===== config.mk =====
export PLATFORM = sky130hd
export DESIGN_NAME = dts_header_parser_unit
export DESIGN_NICKNAME = d
export VERILOG_FILES = /design/src/hw/rtl/dhp_pkg.sv /design/src/hw/rtl/dhp_front.sv /design/src/hw/rtl/dhp_queue.sv /design/src/hw/rtl/dhp_back.sv /design/src/hw/rtl/dts_header_parser_unit.sv
export SDC_FILE = /design/constraint.sdc
export NUM_CORES = 1
export LEC_CHECK = 0
export BUFFER_PORTS_ARGS = -buffer_cell sky130_fd_sc_hd__buf_2
export CORE_MARGIN = 1
export CORE_UTILIZATION = 40
export CTS_CLUSTER_SIZE = 40
export DETAILED_ROUTE_END_ITERATION = 7
export PLACE_DENSITY_LB_ADDON = 0.05
export SETUP_SLACK_MARGIN = 0.1
export SYNTH_ARGS = -nofsm -noshare
export SYNTH_HDL_FRONTEND = slang
export SYNTH_HIERARCHICAL = 1
export SYNTH_SLANG_ARGS = --single-unit

===== constraint.sdc =====
create_clock -name aclk -period 10.3 [get_ports aclk]
set_input_delay 1.545 -clock aclk [delete_from_list [all_inputs] [get_ports aclk]]
set_output_delay 1.545 -clock aclk [all_outputs]
set_load 0.01 [all_outputs]

===== src/hw/rtl/dhp_pkg.sv =====
// Shared types, constants and helper functions of the DTS header parser.
`default_nettype none

package dhp_pkg;

    // Header geometry
    localparam int PARSE_BYTES          = 14;
    localparam int HEADER_BYTES_DEFAULT = 14;
    localparam int PAYLOAD_BITS         = PARSE_BYTES * 8;
    localparam int HDR_WORDS            = PARSE_BYTES / 2;

    // Depth of the queue between collector and parser
    localparam int QUEUE_DEPTH = 2;

    // Sync pattern bytes
    localparam logic [7:0] SYNC_7F = 8'h7f;
    localparam logic [7:0] SYNC_FE = 8'hfe;
    localparam logic [7:0] SYNC_80 = 8'h80;
    localparam logic [7:0] SYNC_01 = 8'h01;
    localparam logic [7:0] SYNC_1F = 8'h1f;
    localparam logic [7:0] SYNC_FF = 8'hff;
    localparam logic [7:0] SYNC_E8 = 8'he8;
    localparam logic [7:0] SYNC_00 = 8'h00;
    localparam logic [7:0] SYNC_07 = 8'h07;
    localparam logic [7:0] SYNC_HI_NIBBLE = 8'hf0;

    // S/PDIF burst type codes
    localparam logic [3:0] BURST_NONE = 4'd0;
    localparam logic [3:0] BURST_512  = 4'd11;
    localparam logic [3:0] BURST_1024 = 4'd12;
    localparam logic [3:0] BURST_2048 = 4'd13;

    typedef enum logic [1:0] {
        FMT_BE16 = 2'd0,
        FMT_LE16 = 2'd1,
        FMT_BE14 = 2'd2,
        FMT_LE14 = 2'd3
    } stream_fmt_t;

    typedef logic [PARSE_BYTES-1:0][7:0] hdr_bytes_t;

    typedef struct packed {
        logic [7:0] data_byte;
        logic       first_byte;
    } in_item_t;

    typedef struct packed {
        logic        sync_ok;
        logic        header_valid;
        logic [1:0]  stream_format;
        logic        crc_present;
        logic [7:0]  sample_blocks;
        logic [12:0] sample_count;
        logic [14:0] frame_bytes;
        logic [5:0]  channel_arrangement;
        logic [17:0] sample_rate_hz;
        logic [1:0]  lfe_mode;
        logic [3:0]  spdif_burst_type;
    } out_item_t;

    // Collected header handed from collector to queue
    typedef struct packed {
        logic       valid;
        hdr_bytes_t bytes;
    } hdr_push_t;

    // Queue fill status
    typedef struct packed {
        logic full;
        logic empty;
    } queue_stat_t;

    // Core sampling rate for a rate code, zero for reserved codes
    function automatic logic [17:0] rate_lookup(input logic [3:0] code);
        logic [17:0] rate;
        unique case (code)
            4'd1:    rate = 18'd8000;
            4'd2:    rate = 18'd16000;
            4'd3:    rate = 18'd32000;
            4'd6:    rate = 18'd11025;
            4'd7:    rate = 18'd22050;
            4'd8:    rate = 18'd44100;
            4'd11:   rate = 18'd12000;
            4'd12:   rate = 18'd24000;
            4'd13:   rate = 18'd48000;
            4'd14:   rate = 18'd96000;
            4'd15:   rate = 18'd192000;
            default: rate = 18'd0;
        endcase
        return rate;
    endfunction

    // Pack the payload bits of the seven header words, first bit at the MSB
    function automatic logic [PAYLOAD_BITS-1:0] unpack_payload(input hdr_bytes_t h,
                                                               input stream_fmt_t fmt);
        logic [PAYLOAD_BITS-1:0] pay;
        logic [15:0]             word;
        logic                    little;
        logic                    narrow;
        pay    = '0;
        little = (fmt == FMT_LE16) || (fmt == FMT_LE14);
        narrow = (fmt == FMT_BE14) || (fmt == FMT_LE14);
        for (int w = 0; w < HDR_WORDS; w++) begin
            word = little ? {h[2*w+1], h[2*w]} : {h[2*w], h[2*w+1]};
            if (narrow) begin
                pay[PAYLOAD_BITS-1-14*w -: 14] = word[13:0];
            end else begin
                pay[PAYLOAD_BITS-1-16*w -: 16] = word;
            end
        end
        return pay;
    endfunction

endpackage

`default_nettype wire


===== src/hw/rtl/dhp_front.sv =====
// Byte collector: gathers header bytes and hands each complete header to the queue.
`default_nettype none

module dhp_front
    import dhp_pkg::*;
#(
    parameter int HEADER_BYTES = HEADER_BYTES_DEFAULT
) (
    input  wire logic        aclk,
    input  wire logic        aresetn,
    input  wire logic        s_valid,
    output logic             s_ready,
    input  wire in_item_t    s_data,
    input  wire queue_stat_t q_stat,
    output hdr_push_t        q_push
);

    localparam int CW = $clog2(HEADER_BYTES);
    localparam logic [CW-1:0] LAST_POS = CW'(HEADER_BYTES - 1);

    logic [CW-1:0] count_reg, count_next;
    logic          collecting_reg, collecting_next;
    hdr_bytes_t    store_reg, store_next;

    logic          accept;
    logic          take;
    logic [CW-1:0] pos;
    logic          last;

    // Accept a byte whenever the queue can hold a finished header
    assign s_ready = !q_stat.full;
    assign accept  = s_valid && s_ready;

    // A first byte restarts at position 0; drop stray bytes while idle
    assign pos  = s_data.first_byte ? '0 : count_reg;
    assign take = accept && (s_data.first_byte || collecting_reg);
    assign last = (pos == LAST_POS);

    // Merge the incoming byte into the store; bytes past the parsed part are dropped
    always_comb begin
        store_next = store_reg;
        for (int i = 0; i < PARSE_BYTES; i++) begin
            if (take && (32'(pos) == i)) begin
                store_next[i] = s_data.data_byte;
            end
        end
    end

    // Hand the completed header over with its final byte in place
    assign q_push.valid = take && last;
    assign q_push.bytes = store_next;

    // Advance position and collection flag
    always_comb begin
        count_next      = count_reg;
        collecting_next = collecting_reg;
        if (take) begin
            if (last) begin
                count_next      = '0;
                collecting_next = 1'b0;
            end else begin
                count_next      = pos + CW'(1);
                collecting_next = 1'b1;
            end
        end
    end

    always_ff @(posedge aclk) begin
        if (!aresetn) begin
            count_reg      <= '0;
            collecting_reg <= 1'b0;
        end else begin
            count_reg      <= count_next;
            collecting_reg <= collecting_next;
        end
    end

    always_ff @(posedge aclk) begin
        store_reg <= store_next;
    end

endmodule

`default_nettype wire


===== src/hw/rtl/dhp_queue.sv =====
// Short queue of collected headers between the collector and the parser.
`default_nettype none

module dhp_queue
    import dhp_pkg::*;
(
    input  wire logic      aclk,
    input  wire logic      aresetn,
    input  wire hdr_push_t q_push,
    input  wire logic      q_pop,
    output queue_stat_t    q_stat,
    output hdr_bytes_t     q_head
);

    localparam int AW   = $clog2(QUEUE_DEPTH);
    localparam int CNTW = $clog2(QUEUE_DEPTH + 1);
    localparam logic [AW-1:0]   LAST_SLOT = AW'(QUEUE_DEPTH - 1);
    localparam logic [CNTW-1:0] FULL_CNT  = CNTW'(QUEUE_DEPTH);

    hdr_bytes_t      entry_reg [QUEUE_DEPTH];
    logic [AW-1:0]   wr_ptr_reg, wr_ptr_next;
    logic [AW-1:0]   rd_ptr_reg, rd_ptr_next;
    logic [CNTW-1:0] fill_reg, fill_next;

    assign q_stat.full  = (fill_reg == FULL_CNT);
    assign q_stat.empty = (fill_reg == '0);
    assign q_head       = entry_reg[rd_ptr_reg];

    // Advance pointers and fill level
    always_comb begin
        wr_ptr_next = wr_ptr_reg;
        rd_ptr_next = rd_ptr_reg;
        fill_next   = fill_reg;
        if (q_push.valid) begin
            wr_ptr_next = (wr_ptr_reg == LAST_SLOT) ? '0 : wr_ptr_reg + AW'(1);
        end
        if (q_pop) begin
            rd_ptr_next = (rd_ptr_reg == LAST_SLOT) ? '0 : rd_ptr_reg + AW'(1);
        end
        if (q_push.valid && !q_pop) begin
            fill_next = fill_reg + CNTW'(1);
        end else if (!q_push.valid && q_pop) begin
            fill_next = fill_reg - CNTW'(1);
        end
    end

    always_ff @(posedge aclk) begin
        if (!aresetn) begin
            wr_ptr_reg <= '0;
            rd_ptr_reg <= '0;
            fill_reg   <= '0;
        end else begin
            wr_ptr_reg <= wr_ptr_next;
            rd_ptr_reg <= rd_ptr_next;
            fill_reg   <= fill_next;
        end
    end

    // Write the incoming header into its slot
    always_ff @(posedge aclk) begin
        if (q_push.valid) begin
            entry_reg[wr_ptr_reg] <= q_push.bytes;
        end
    end

endmodule

`default_nettype wire


===== src/hw/rtl/dhp_back.sv =====
// Header parser: sync detection, field unpacking, limit checks and output register.
`default_nettype none

module dhp_back
    import dhp_pkg::*;
(
    input  wire logic        aclk,
    input  wire logic        aresetn,
    input  wire queue_stat_t q_stat,
    input  wire hdr_bytes_t  q_head,
    output logic             q_pop,
    output logic             m_valid,
    input  wire logic        m_ready,
    output out_item_t        m_data
);

    // Field positions in the payload, counted from the first payload bit
    localparam int CPF_BIT  = PAYLOAD_BITS - 1 - 38;
    localparam int BLK_MSB  = PAYLOAD_BITS - 1 - 39;
    localparam int FSZ_MSB  = PAYLOAD_BITS - 1 - 46;
    localparam int AMODE_MSB = PAYLOAD_BITS - 1 - 60;
    localparam int SFREQ_MSB = PAYLOAD_BITS - 1 - 66;
    localparam int LFF_MSB  = PAYLOAD_BITS - 1 - 85;

    // Validity limits
    localparam logic [7:0]  MIN_BLOCKS      = 8'd6;
    localparam logic [14:0] MIN_FRAME_BYTES = 15'd96;
    localparam logic [5:0]  MAX_ARRANGEMENT = 6'd12;
    localparam logic [1:0]  LFE_INVALID     = 2'd3;
    localparam logic [7:0]  BLOCKS_512      = 8'd16;
    localparam logic [7:0]  BLOCKS_1024     = 8'd32;
    localparam logic [7:0]  BLOCKS_2048     = 8'd64;

    logic                    m_valid_reg, m_valid_next;
    out_item_t               m_data_reg;
    out_item_t               result;

    logic                    sync_be16, sync_le16, sync_be14, sync_le14;
    logic                    sync_any;
    stream_fmt_t             fmt;
    logic [PAYLOAD_BITS-1:0] pay;
    logic [7:0]              blocks;
    logic [14:0]             fbytes;
    logic [5:0]              amode;
    logic [17:0]             rate;
    logic [1:0]              lff;
    logic                    hdr_ok;

    // Match the four sync forms
    always_comb begin
        sync_be16 = (q_head[0] == SYNC_7F) && (q_head[1] == SYNC_FE) &&
                    (q_head[2] == SYNC_80) && (q_head[3] == SYNC_01);
        sync_le16 = (q_head[0] == SYNC_FE) && (q_head[1] == SYNC_7F) &&
                    (q_head[2] == SYNC_01) && (q_head[3] == SYNC_80);
        sync_be14 = (q_head[0] == SYNC_1F) && (q_head[1] == SYNC_FF) &&
                    (q_head[2] == SYNC_E8) && (q_head[3] == SYNC_00) &&
                    (q_head[4] == SYNC_07) &&
                    ((q_head[5] & SYNC_HI_NIBBLE) == SYNC_HI_NIBBLE);
        sync_le14 = (q_head[0] == SYNC_FF) && (q_head[1] == SYNC_1F) &&
                    (q_head[2] == SYNC_00) && (q_head[3] == SYNC_E8) &&
                    ((q_head[4] & SYNC_HI_NIBBLE) == SYNC_HI_NIBBLE) &&
                    (q_head[5] == SYNC_07);
        sync_any  = sync_be16 || sync_le16 || sync_be14 || sync_le14;
    end

    always_comb begin
        priority if (sync_be16) begin
            fmt = FMT_BE16;
        end else if (sync_le16) begin
            fmt = FMT_LE16;
        end else if (sync_be14) begin
            fmt = FMT_BE14;
        end else begin
            fmt = FMT_LE14;
        end
    end

    // Unpack fields and apply limits
    always_comb begin
        pay    = unpack_payload(q_head, fmt);
        blocks = {1'b0, pay[BLK_MSB -: 7]} + 8'd1;
        fbytes = {1'b0, pay[FSZ_MSB -: 14]} + 15'd1;
        amode  = pay[AMODE_MSB -: 6];
        rate   = rate_lookup(pay[SFREQ_MSB -: 4]);
        lff    = pay[LFF_MSB -: 2];
        hdr_ok = sync_any && (blocks >= MIN_BLOCKS) && (fbytes >= MIN_FRAME_BYTES) &&
                 (amode <= MAX_ARRANGEMENT) && (rate != 18'd0) && (lff != LFE_INVALID);

        result = '0;
        if (sync_any) begin
            result.sync_ok             = 1'b1;
            result.header_valid        = hdr_ok;
            result.stream_format       = fmt;
            result.crc_present         = pay[CPF_BIT];
            result.sample_blocks       = blocks;
            result.frame_bytes         = fbytes;
            result.channel_arrangement = amode;
            result.sample_rate_hz      = rate;
            result.lfe_mode            = lff;
            if (hdr_ok) begin
                result.sample_count = {blocks, 5'b0};
                priority if (blocks == BLOCKS_512) begin
                    result.spdif_burst_type = BURST_512;
                end else if (blocks == BLOCKS_1024) begin
                    result.spdif_burst_type = BURST_1024;
                end else if (blocks == BLOCKS_2048) begin
                    result.spdif_burst_type = BURST_2048;
                end else begin
                    result.spdif_burst_type = BURST_NONE;
                end
            end
        end
    end

    // Load the output register when it is empty or being drained
    assign q_pop = !q_stat.empty && (!m_valid_reg || m_ready);

    always_comb begin
        m_valid_next = m_valid_reg;
        if (q_pop) begin
            m_valid_next = 1'b1;
        end else if (m_ready) begin
            m_valid_next = 1'b0;
        end
    end

    always_ff @(posedge aclk) begin
        if (!aresetn) begin
            m_valid_reg <= 1'b0;
        end else begin
            m_valid_reg <= m_valid_next;
        end
    end

    always_ff @(posedge aclk) begin
        if (q_pop) begin
            m_data_reg <= result;
        end
    end

    assign m_valid = m_valid_reg;
    assign m_data  = m_data_reg;

endmodule

`default_nettype wire


===== src/hw/rtl/dts_header_parser_unit.sv =====
// Top level of the DTS core frame header parser.
//
// Input channel (s_valid/s_ready/s_data) carries one header byte per transfer;
// first_byte marks the start of a candidate header and restarts collection.
// Bytes with first_byte low while no header is being collected are dropped.
// After HEADER_BYTES bytes one result leaves on the m_valid/m_ready/m_data
// channel: sync form, unpacked fields, sample rate in Hz, sample count and
// S/PDIF burst type. Only the first fourteen bytes are parsed.
// One byte is taken per clock while s_ready is high.
// After the last byte's transfer the header is written into the queue, and
// m_valid rises once the parser has loaded it into the output register.
// The collector feeds a two-entry header queue and the parser drains it into
// an output register; while the receiver stalls, bytes keep being taken until
// the queue is full, then s_ready drops until the parser frees a slot.
// Reset (aresetn low, synchronous) empties the queue and output register and
// leaves the collector idle, waiting for a first byte.
`default_nettype none

module dts_header_parser_unit
    import dhp_pkg::*;
#(
    parameter int HEADER_BYTES = HEADER_BYTES_DEFAULT
) (
    input  wire logic     aclk,
    input  wire logic     aresetn,
    input  wire logic     s_valid,
    output logic          s_ready,
    input  wire in_item_t s_data,
    output logic          m_valid,
    input  wire logic     m_ready,
    output out_item_t     m_data
);

    hdr_push_t   q_push;
    queue_stat_t q_stat;
    hdr_bytes_t  q_head;
    logic        q_pop;

    dhp_front #(
        .HEADER_BYTES(HEADER_BYTES)
    ) u_front (
        .aclk    (aclk),
        .aresetn (aresetn),
        .s_valid (s_valid),
        .s_ready (s_ready),
        .s_data  (s_data),
        .q_stat  (q_stat),
        .q_push  (q_push)
    );

    dhp_queue u_queue (
        .aclk    (aclk),
        .aresetn (aresetn),
        .q_push  (q_push),
        .q_pop   (q_pop),
        .q_stat  (q_stat),
        .q_head  (q_head)
    );

    dhp_back u_back (
        .aclk    (aclk),
        .aresetn (aresetn),
        .q_stat  (q_stat),
        .q_head  (q_head),
        .q_pop   (q_pop),
        .m_valid (m_valid),
        .m_ready (m_ready),
        .m_data  (m_data)
    );

    // Never push into a full queue nor pop an empty one
    assert property (@(posedge aclk) disable iff (!aresetn)
        !(q_push.valid && q_stat.full) && !(q_pop && q_stat.empty))
        else $error("header queue overflow or underflow");

    // A valid header always comes with a matched sync
    assert property (@(posedge aclk) disable iff (!aresetn)
        (m_valid && m_data.header_valid) |-> m_data.sync_ok)
        else $error("header_valid without sync");

    // Burst type and sample count are only reported for valid headers
    assert property (@(posedge aclk) disable iff (!aresetn)
        (m_valid && !m_data.header_valid) |->
            (m_data.spdif_burst_type == BURST_NONE) && (m_data.sample_count == '0))
        else $error("burst type or sample count on invalid header");

    // A popped header shows up on the output in the next cycle
    assert property (@(posedge aclk) disable iff (!aresetn)
        q_pop |=> m_valid)
        else $error("popped header not presented");

endmodule

`default_nettype wire

# Yosys cells after proc, flatten, opt, wreduce, memory -nomap -nowiden
# Memories as Yosys holds them, arrays and structs flattened. A register that Yosys moved wholly into a read port is not among the register bits.
# Cells that the tools add are included.
# word_totals
regBits,193
ramBits,224
rom_bits,272
wordCells,194
mem_count,2
# memory_table
name,depth,width,rd,rd_ports_with_merged_regs,wr,line,rtl
(no name shown),16,17,1,0,0,dhp_pkg.sv:76,unique case (code)
u_queue.entry_reg,2,112,1,1,1,dhp_queue.sv:20,hdr_bytes_t entry_reg [QUEUE_DEPTH];
# op_classes
addsub,7
order_cmp,3
eq_ne,39
muxes,47
bitwise_logic,2
reduce_logical,61
# op_table
operator,count
$mux 8,16
$mux 71,1
$eq 8x8->1 const B,8
$logic_and 1x1->1,40
$eq 4x4->1 const B,8
$mux 16,2
$mux 4,7
$mux 13,2
$eq 8x5->1 const B,3
$eq 8x7->1 const B,3
$mux 11,2
$reduce_bool 18->1,1
$eq 4x3->1 const B,4
$eq 8x1->1 const B,2
$eq 8x3->1 const B,2
$logic_not 8->1,2
$add 14x1->15 const B,1
$ge 15x7->1 const B,1
$mux 6,2
$mux 1,10
$mux 10,1
$add 7x1->8 const B,1
$eq 4x2->1 const B,2
$eq 8x6->1 const B,1
other kinds (19),37

# Longest topological paths before layout
# Gate-level depths: netlist of the first run.
# logic_depth
word_depth,22
depth_mapped,20
ltp_nobuf,15

# By module
# The synthesis of the first run kept the hierarchy.
# modules_own_cells
module,instances,cells_per_inst,area_per_inst_um2,seq_area_each_um2
dhp_queue,1,370,8316.7,6826.5
dhp_back,1,584,5455.2,1941.9
dhp_front,1,298,4085.2,2342.2

# Worst setup path after synthesis of the first run
# Ideal clock, no wire load.
# synth_timing
path_type,in2reg
startpoint,in s_data[0] (netlist bit)
endpoint,"mem u_queue/entry_reg[0][0] (netlist bit), enable pin"
arrival_time_ns,7.252
required_time_ns,9.702
slack_ns,2.450
cell_stages,4
path_buffers,1
path_cell_list,nor3b_2 nor4b_2 buf_4 nor2b_1
# synth_lines
item,line,rtl
"start, declared",dts_header_parser_unit.sv:28,"input wire in_item_t s_data,"
"end, declared",dhp_queue.sv:20,

==> qor_table.md, run 1 <==
| Parameter | Reported |
| --- | --- |
| Status | finished, final reports clean |
| Iteration-0 DRC Markers | 468 |
| Internal Pwr Total | 2.57 mW |
| Antenna Violating Nets Remaining | 0 |
| Clock buffer count from CTS | 37 |
| Core Footprint | 37800 um2 |
| Largest voltage drop on the vdd net | 0.000163 V |
| Initial antenna violation count | 0 |
| Number of hold violations in the final report | 0 |
| Clock insertion delay at the later pin of the skew report | 0.56 ns |
| Overall Global Routing Usage | 19.0% |
| Number of vias in the routed layout | 9306 |
| Power density normalized to cell area | 198 nW/um2 |
| CTS resizes | 0 |
| Warning count from the yosys run | 6 |
| Clock sink count | 339 |
| Detail Placement HPWL | 24500 um |
| Post-CTS clock slew at the launch and capture registers of the worst setup and hold paths | 0.06 ns |
| Die Height | 198 um |
| First-pass GRT wire length | 55600 um |
| Count of fill cells added during filler insertion | 3435 |
| Detailed Route WL | 36300 um |
| TNS Setup | 0 ns |
| Utilization after layout | 45.9% |
| Summed instance area of the synthesized netlist | 15400 um2 |
| Crit path launch type | register |
| Synthesized instance count | 1132 |
| Area growth, synth to finish | 12.5% |
| Htree depth | 2 |
| DIE AREA | 39300 um2 |
| Setup Viol. Count Final | 0 |
| Number of max-capacitance violations reported | 0 |
| CTS tree | done |
| Commonest cells after routing, fill and taps aside | sky130_fd_sc_hd__edfxtp_1 (240), sky130_fd_sc_hd__mux2_2 (182), sky130_fd_sc_hd__dfxtp_1 (98) |
| Worst slew slack as a fraction of its limit | 22.9% |
| First drt pass iteration count | 5 |
| Site row count | 71 |
| Layout cell share with drive strength beyond 1 | 32.4% |
| Crit path required time | 10.53 ns |
| Logic gate share of total power | 13.1% |
| Number of I/O port buffers | 79 |
| Minimum period implied by the final worst setup slack | 6.45 ns |
| Reported net switching power | 866 uW |
| Final global-route overflow total | 0 |
| CP arrival | 6.69 ns |
| Number of hold buffers added after CTS | 0 |
| Startpoint-to-endpoint class of the critical path | register to register |
| Max Buffers Root-to-Sink | 3 |
| Maximum clock skew at final layout | 0.0247 ns |
| Via count normalized by instance count | 5.35 |
| Highest clock frequency the design can meet | 0.155 GHz |
| Starting utilization of the core area | 40.8% |
| Syn_area_per_cell | 13.6 um2 |
| Final Max Tran Viols | 0 |
| Largest net degree at the start of global routing | 67 |
| I/O Pins | 86 |
| Switching Fraction | 25.2% |
| Critical Path Sink Type | register |
| Hold WS | 0.482 ns |
| Portion of total power attributed to the clock network | 37.0% |
| Slew at the pin closest to its max-slew limit | 1.14 ns |
| Leak Pwr | 6.11 nW |
| Clock tree root buffer cell | sky130_fd_sc_hd__clkbuf_16 |
| Hold WC Path Type | register to register |
| Most common cell after layout, fill and taps aside | sky130_fd_sc_hd__edfxtp_1 |
| Mean routed wirelength per cell | 20.9 um |
| Crit share post-route | 62.6% |
| Routability Congestion | 0.856 |
| Max Fanout on Critical Path | 57 |
| Residual DRC count | 0 |
| Number of global-route vias before repair | 9068 |
| Die outline width | 198 um |
| Nets | 1223 |
| Diodes inserted | 0 |
| Sequential cell fraction of total power | 49.9% |
| Flip-flop count of the largest register, all copies and words added | 176 |
| Postcts setup bufs | 0 |
| Startpoint of the most critical hold path | u_front/store_reg[10] |
| Setup repair after global routing missed its margin | false |
## path summary, 6_finish.rpt
path / end / slack [ns] / depth (start not counted)
setup / recovery: u_back/m_data[57] / 3.85 / 13
hold / removal: u_front/store_reg[10] / 0.48 / 1
setup reg to reg: u_back/m_data[57] / 3.85 / 13
hold reg to reg: u_front/store_reg[10] / 0.48 / 1
## worst max-delay path: stages (launching register included)
cell and delay (ns):
sky130_fd_sc_hd__dfxtp_4 0.87, sky130_fd_sc_hd__mux2_2 0.42, sky130_fd_sc_hd__nor4bb_1 0.49, sky130_fd_sc_hd__nand3_2 0.25, sky130_fd_sc_hd__or2_1 0.52, sky130_fd_sc_hd__nor2_2 0.39
sky130_fd_sc_hd__mux2_2 0.39, sky130_fd_sc_hd__o22ai_1 0.64, sky130_fd_sc_hd__inv_1 0.19, sky130_fd_sc_hd__ha_1 0.36, sky130_fd_sc_hd__nor4_1 0.32, sky130_fd_sc_hd__a211oi_1 0.13
sky130_fd_sc_hd__nor4_4 0.92, sky130_fd_sc_hd__a2111oi_0 0.17
## power groups by stage
stage                     registers [mW]  logic, mW  clock network (mW)
after floorplan                     1.76      0.308                   0
after global placement              1.75      0.458                   0
after detailed placement            1.75      0.460                   0
after CTS                           1.72      0.461                1.31
after global routing                1.73      0.499                1.36
final                               1.71      0.450                1.27
## final cells by class
cell class | count | area [um2] | share of cell area, %
Tap cell | 511 | 639 | 3.69
Clock buffer | 48 | 997 | 5.76
Timing Repair Buffer | 89 | 470 | 2.72
Sequential cell | 339 | 9190 | 53.1
Clock inverter | 20 | 175 | 1.01
Inverter | 18 | 67.6 | 0.390
Multi-Input combinational cell | 714 | 5770 | 33.3
## stage by stage
step | cells | setup WS, ns | total power [mW] | instance area (um2)
after floorplan | 1137 | 3.57 | 2.07 | 15400
after CTS | 1739 | 3.77 | 3.49 | 17300
final | 1739 | 3.85 | 3.44 | 17300
after global routing | 1739 | 3.36 | 3.60 | 17300
after global placement | 1671 | 3.89 | 2.21 | 16100
after detailed placement | 1671 | 3.84 | 2.21 | 16100
## metal layers
metal	global-route usage (%)	vias to the layer above	routed length [um]
li1	-	4439	-
met4	6.03	0	933
met2	30.7	250	17000
met3	4.24	50	1950
met5	0	-	0
met1	25.2	4567	16500
Power figures use the tool's default switching activity.
==> inputs of run 2 (changes only) <==
==> constraint.sdc (replaced) <==
create_clock -name aclk -period 6.13 [get_ports aclk]
set_input_delay 0.9195 -clock aclk [delete_from_list [all_inputs] [get_ports aclk]]
set_output_delay 0.9195 -clock aclk [all_outputs]
set_load 0.01 [all_outputs]
==> qor_table.md, run 2 (same netlist as run 1, synthesis figures left out) <==
| Parameter | Reported | vs previous |
| --- | --- | --- |
| Status | finished, final reports clean |  |
| Max Fanout on Critical Path | 39 | -32% |
| Max Buffers Root-to-Sink | 3 | unchanged |
| Antenna Violating Nets Remaining | 0 | unchanged |
| Cell at the slowest stage of the critical path | sky130_fd_sc_hd__dfxtp_4 |  |
| Diodes inserted | 0 | unchanged |
| Highest clock frequency the design can meet | 0.182 GHz | +18% |
| Detail Placement HPWL | 25500 um | +4.0% |
| Crit path launch type | register |  |
| Number of hold violations in the final report | 0 | unchanged |
| Setup repair after global routing missed its margin | false |  |
| Worst slew slack as a fraction of its limit | 19.6% | -3.3 points |
| Most common cell after layout, fill and taps aside | sky130_fd_sc_hd__edfxtp_1 |  |
| Area growth, synth to finish | 13.7% |  |
| Die Height | 198 um | unchanged |
| Final Max Tran Viols | 0 | unchanged |
| Slew at the pin closest to its max-slew limit | 1.19 ns | +0.0488 ns |
| TNS Setup | 0 ns | unchanged |
| Layout cell share with drive strength beyond 1 | 33.4% | +1.0 points |
| Clock tree root buffer cell | sky130_fd_sc_hd__clkbuf_16 |  |
| Cell with the most instances on the worst path | sky130_fd_sc_hd__mux2_2 |  |
| First drt pass iteration count | 5 | unchanged |
| Number of hold buffers added after CTS | 0 | unchanged |
| CP arrival | 5.71 ns | -0.98 ns |
| Initial antenna violation count | 0 | unchanged |
| Core Footprint | 37800 um2 | unchanged |
| Clock insertion delay at the later pin of the skew report | 0.54 ns | -0.02 ns |
| Crit path required time | 6.36 ns | -4.17 ns |
| Reg-to-reg slack, setup | 0.64 ns | -3.20 ns |
| Number of global-route vias before repair | 9162 | +1.0% |
| Stage delay of the slowest cell on the critical path | 0.70 ns | -0.22 ns |
| Post-CTS clock slew at the launch and capture registers of the worst setup and hold paths | 0.05 ns | about the same |
| First-pass GRT wire length | 57200 um | +2.9% |
| Number of instances on the worst hold path | 1 | unchanged |
| Overall Global Routing Usage | 19.7% | +0.72 points |
| Hold WC Path Type | register to register |  |
| Setup Viol. Count Final | 0 | unchanged |
| Htree depth | 2 | unchanged |
| Final global-route overflow total | 0 | unchanged |
| Iteration-0 DRC Markers | 451 | -3.6% |
| Detailed Route WL | 37800 um | +4.2% |
| Site row count | 71 | unchanged |
| Minimum period implied by the final worst setup slack | 5.49 ns | -0.967 ns |
| Most congested layer reported by global routing | met2 |  |
| Number of I/O port buffers | 79 | unchanged |
| CTS tree | done |  |
| CTS resizes | 0 | unchanged |
| Critical-path cell list | buf_4, mux2_2, and4bb_2, nand4_2, or2_1, nor2_2, mux2_2, nor2_1, a21oi_1, ha_1, o211a_4, nand3_2, or3_4, a221oi_4, a2111oi_0 |  |
| Fraction of met3 tracks used by global routing | 3.54% | -0.70 points |
| Leak Pwr | 6.21 nW | +1.7% |
| Met1 Track Usage GR | 26.5% | +1.3 points |
| Via count normalized by instance count | 5.39 | +0.63% |
| Clock buffer count from CTS | 38 | +2.7% |
| Met2 GRT Util | 32.0% | +1.3 points |
| Clock sink count | 339 | unchanged |
| Starting utilization of the core area | 40.8% | unchanged |
| Commonest cells after routing, fill and taps aside | sky130_fd_sc_hd__edfxtp_1 (240), sky130_fd_sc_hd__mux2_2 (182), sky130_fd_sc_hd__dfxtp_1 (98) |  |
| Mean routed wirelength per cell | 21.6 um | +3.3% |
| Final Instance Area | 17500 um2 | +1.1% |
| Number of vias in the routed layout | 9440 | +1.4% |
| Largest voltage drop on the vdd net | 0.000246 V | +51% |
| Crit share post-route | 89.5% | +27 points |
| Nets | 1238 | +1.2% |
| I/O Pins | 86 | unchanged |
| Startpoint-to-endpoint class of the critical path | register to register |  |
| Critical Path Sink Type | register |  |
| Placed standard-cell area | 16200 um2 | +0.65% |
| Routability Congestion | 0.845 | -1.2% |
| Die outline width | 198 um | unchanged |
| Power density normalized to cell area | 338 nW/um2 | +70% |
| Worst Reg-to-Reg Cells | 15 | +2 |
| Maximum clock skew at final layout | 0.0221 ns | -0.00256 ns |
| DIE AREA | 39300 um2 | unchanged |
| Number of max-capacitance violations reported | 0 | unchanged |
| Residual DRC count | 0 | unchanged |
| Hold WS | 0.482 ns | +0.000693 ns |
| Flip-flop count of the largest register, all copies and words added | 176 | unchanged |
| Largest net degree at the start of global routing | 68 | +1.5% |
| Postcts setup bufs | 0 | unchanged |
-- run 2: changes by cell type in the layout (fill, tap and decap cells not counted) --
cell                         before  now
sky130_fd_sc_hd__inv_16           1    0
sky130_fd_sc_hd__clkinv_4         2    0
sky130_fd_sc_hd__clkinvlp_4       1    3
sky130_fd_sc_hd__clkinv_1         6    5
sky130_fd_sc_hd__clkinv_8         0    1
sky130_fd_sc_hd__inv_6            2    0
sky130_fd_sc_hd__clkbuf_1         8    6
sky130_fd_sc_hd__bufinv_16        2    4
sky130_fd_sc_hd__clkbuf_16       37   38
sky130_fd_sc_hd__buf_4           10   24
sky130_fd_sc_hd__clkbuf_8         3    5
-- run 2: worst paths after layout --
| path | start | end |
|---|---|---|
| setup / recovery | register | u_back/m_data[53] |
| hold reg to reg | u_front/store_reg[53] | u_front/store_reg[53] |
| hold / removal | u_front/store_reg[53] | u_front/store_reg[53] |
| setup reg to reg | register | u_back/m_data[53] |
-- run 2: area by class of cell --
cell class | instances | area (um2)
fillers | 3425 | 20300
flip-flops and latches | 339 | 9190
multi-input cells | 714 | 5770
clock buffers | 49 | 1040
well taps | 511 | 639
repair buffers | 103 | 576
clock inverters | 19 | 208
inverters | 18 | 67.6
-- run 2: where the power goes --
group          switching (mW)  internal, mW  leakage, nW
Clock                   0.886          1.37        0.606
Combinational           0.468         0.324         2.56
Sequential              0.104          2.75         3.05
Total                    1.46          4.45         6.21
-- run 2: worst max-delay path, delay by kind of cell, from the launching register on --
kind | cells | cell delay [ns]
and+or+nand+nor | 7 | 2.02
AOI/OAI and AO/OA | 4 | 1.38
DFF | 1 | 0.70
muxes | 2 | 0.44
buffers and inverters | 1 | 0.34
adders and majority gates | 1 | 0.27
-- run 2: per-layer routing --
layer	share of wire, %	routed length [um]
met3	4.4	1650
met5	0	0
met1	46	17400
met4	2.7	1020
met2	47	17700
-- run 2: through the flow --
stage | util, % | cells | setup WS [ns] | power (mW)
global placement | 43.0 | 1685 | 0.706 | 3.72
global route | 46.3 | 1753 | 0.239 | 6.17
floorplan | - | 1137 | 1.05 | 3.48
finish | 46.3 | 1753 | 0.645 | 5.91
CTS | 46.3 | 1753 | 0.576 | 6.00
detailed placement | 43.0 | 1685 | 0.609 | 3.72
==> inputs of run 3 (changes only) <==
--- a/config.mk
+++ b/config.mk
@@ -7,7 +7,7 @@
 export LEC_CHECK = 0
 export BUFFER_PORTS_ARGS = -buffer_cell sky130_fd_sc_hd__buf_2
 export CORE_MARGIN = 1
-export CORE_UTILIZATION = 40
+export CORE_UTILIZATION = 50
 export CTS_CLUSTER_SIZE = 40
 export DETAILED_ROUTE_END_ITERATION = 7
 export PLACE_DENSITY_LB_ADDON = 0.05
==> qor_table.md, run 3 (same netlist as run 1, synthesis figures left out) <==
| Parameter | Reported | vs previous |
| --- | --- | --- |
| Status | finished, final reports clean |  |
| Clock buffer count from CTS | 36 | -5.3% |
| Number of hold buffers added after CTS | 0 | unchanged |
| Htree depth | 2 | unchanged |
| Startpoint of the most critical hold path | u_front/store_reg[1] |  |
| Clock insertion delay at the later pin of the skew report | 0.52 ns | -0.02 ns |
| Number of max-capacitance violations reported | 0 | unchanged |
| Clock sink count | 339 | unchanged |
| Number of vias in the routed layout | 9446 | +0.064% |
| First drt pass iteration count | 5 | unchanged |
| Iteration-0 DRC Markers | 785 | +74% |
| Antenna Violating Nets Remaining | 0 | unchanged |
| Minimum period implied by the final worst setup slack | 5.54 ns | +0.0528 ns |
| Site row count | 63 | -11% |
| Final Max Tran Viols | 0 | unchanged |
| First-pass GRT wire length | 53800 um | -5.9% |
| Maximum clock skew at final layout | 0.0148 ns | -0.00731 ns |
| Count of fill cells added during filler insertion | 2519 | -26% |
| Residual DRC count | 0 | unchanged |
| CTS tree | done |  |
| Leak Pwr | 6.18 nW | -0.48% |
| Via count normalized by instance count | 5.80 | +7.7% |
| Postcts setup bufs | 0 | unchanged |
| Utilization after layout | 57.7% | +11 points |
| Overall Global Routing Usage | 22.8% | +3.1 points |
| Number of global-route vias before repair | 9055 | -1.2% |
| Die outline width | 177 um | -10% |
| Largest voltage drop on the vdd net | 0.000275 V | +12% |
| Flip-flop count of the largest register, all copies and words added | 176 | unchanged |
| Largest net degree at the start of global routing | 67 | -1.5% |
| Hold WC Path Type | register to register |  |
| Power density normalized to cell area | 335 nW/um2 | -0.68% |
| Highest clock frequency the design can meet | 0.181 GHz | -0.95% |
| Detail Placement HPWL | 23600 um | -7.5% |
| Detailed Route WL | 35200 um | -6.9% |
| Diodes inserted | 0 | unchanged |
| Crit share post-route | 90.3% | +0.86 points |
| Number of hold violations in the final report | 0 | unchanged |
| Startpoint-to-endpoint class of the critical path | register to register |  |
| Crit path launch type | register |  |
| Setup repair after global routing missed its margin | false |  |
| Placed standard-cell area | 16100 um2 | -1.0% |
| Max Buffers Root-to-Sink | 3 | unchanged |
| Final global-route overflow total | 0 | unchanged |
| Max Fanout on Critical Path | 40 | +2.6% |
| Setup Viol. Count Final | 0 | unchanged |
| Starting utilization of the core area | 51.4% | +11 points |
| Nets | 1234 | -0.32% |
| Initial antenna violation count | 1 | +1 |
| Post-CTS clock slew at the launch and capture registers of the worst setup and hold paths | 0.06 ns | about the same |
| Die Height | 177 um | -10% |
| Crit path required time | 6.34 ns | -0.02 ns |
| DIE AREA | 31500 um2 | -20% |
| Area of the multi-input gates | 5770 um2 | unchanged |
| CP arrival | 5.75 ns | +0.04 ns |
| TNS Setup | 0 ns | unchanged |
| Critical Path Sink Type | register |  |
| I/O Pins | 86 | unchanged |
| Final Instance Area | 17300 um2 | -1.2% |
| Layout cell share with drive strength beyond 1 | 33.2% | -0.22 points |
| Clock tree root buffer cell | sky130_fd_sc_hd__clkbuf_16 |  |
| Worst slew slack as a fraction of its limit | 21.2% | +1.6 points |
| Routability Congestion | 0.916 | +8.3% |
| Mean routed wirelength per cell | 21.6 um | +0.22% |
| Area growth, synth to finish | 12.3% |  |
| Sequential Area | 9190 um2 | unchanged |
| Most common cell after layout, fill and taps aside | sky130_fd_sc_hd__edfxtp_1 |  |
| Core Footprint | 30000 um2 | -21% |
| CTS resizes | 0 | unchanged |
| Slew at the pin closest to its max-slew limit | 1.17 ns | -0.0232 ns |
| Number of I/O port buffers | 79 | unchanged |
| Commonest cells after routing, fill and taps aside | sky130_fd_sc_hd__edfxtp_1 (240), sky130_fd_sc_hd__mux2_2 (182), sky130_fd_sc_hd__dfxtp_1 (98) |  |
-- run 3: cell count changes in the layout (fill, tap and decap cells not counted), moves of 2 or more --
cell,delta
sky130_fd_sc_hd__bufinv_16,-2
sky130_fd_sc_hd__clkinv_1,-4
sky130_fd_sc_hd__buf_4,-2
sky130_fd_sc_hd__clkinv_2,-2
sky130_fd_sc_hd__clkbuf_1,+4
sky130_fd_sc_hd__clkbuf_8,+2
-- run 3: final cells by class --
class | instances | area share [%]
clock buffers | 55 | 6.27
flip-flops and latches | 339 | 53.2
clock inverters | 11 | 0.716
inverters | 18 | 0.391
well taps | 390 | 2.82
repair buffers | 101 | 3.24
multi-input cells | 714 | 33.4
-- run 3: path summary, 6_finish.rpt --
path	cells after the start	slack, ns	end
hold reg to reg	1	0.48	u_front/store_reg[1]
setup reg to reg	14	0.59	u_back/m_data[53]
setup / recovery	14	0.59	u_back/m_data[53]
hold / removal	1	0.48	u_front/store_reg[1]
-- run 3: critical path, cell delays in order (launching register included) --
cell,delay (ns)
sky130_fd_sc_hd__dfxtp_4,0.69
sky130_fd_sc_hd__mux2_2,0.41
sky130_fd_sc_hd__nor4bb_1,0.38
sky130_fd_sc_hd__nand3_2,0.24
sky130_fd_sc_hd__or2_1,0.52
sky130_fd_sc_hd__nor2_2,0.45
sky130_fd_sc_hd__mux2_2,0.25
sky130_fd_sc_hd__nor2_1,0.04
sky130_fd_sc_hd__a21oi_1,0.23
sky130_fd_sc_hd__ha_1,0.27
sky130_fd_sc_hd__o211a_4,0.21
sky130_fd_sc_hd__nand3_2,0.11
sky130_fd_sc_hd__or3_4,0.43
sky130_fd_sc_hd__a221oi_4,0.70
sky130_fd_sc_hd__a2111oi_0,0.25
-- run 3: stage by stage --
step	total power, mW	cells	setup slack [ns]	hold slack, ns
after CTS	5.87	1628	0.624	0.485
final	5.80	1628	0.592	0.482
after global routing	6.04	1628	0.273	0.494
after detailed placement	3.70	1562	0.641	0.470
after floorplan	3.48	1137	1.05	0.451
after global placement	3.69	1562	0.739	0.462
-- run 3: power by group --
| group | internal [mW] | switching (mW) |
|---|---|---|
| logic | 0.321 | 0.457 |
| registers | 2.75 | 0.102 |
| clock network | 1.31 | 0.851 |
| total | 4.39 | 1.41 |
-- run 3: metal layers --
| metal | vias to the layer above | global-route usage (%) | share of wire [%] |
|---|---|---|---|
| met5 | - | 0 | 0 |
| met4 | 0 | 7.69 | 2.9 |
| met3 | 68 | 3.02 | 5.1 |
| met2 | 289 | 37.7 | 47 |
| met1 | 4634 | 30.8 | 45 |
| li1 | 4455 | - | - |
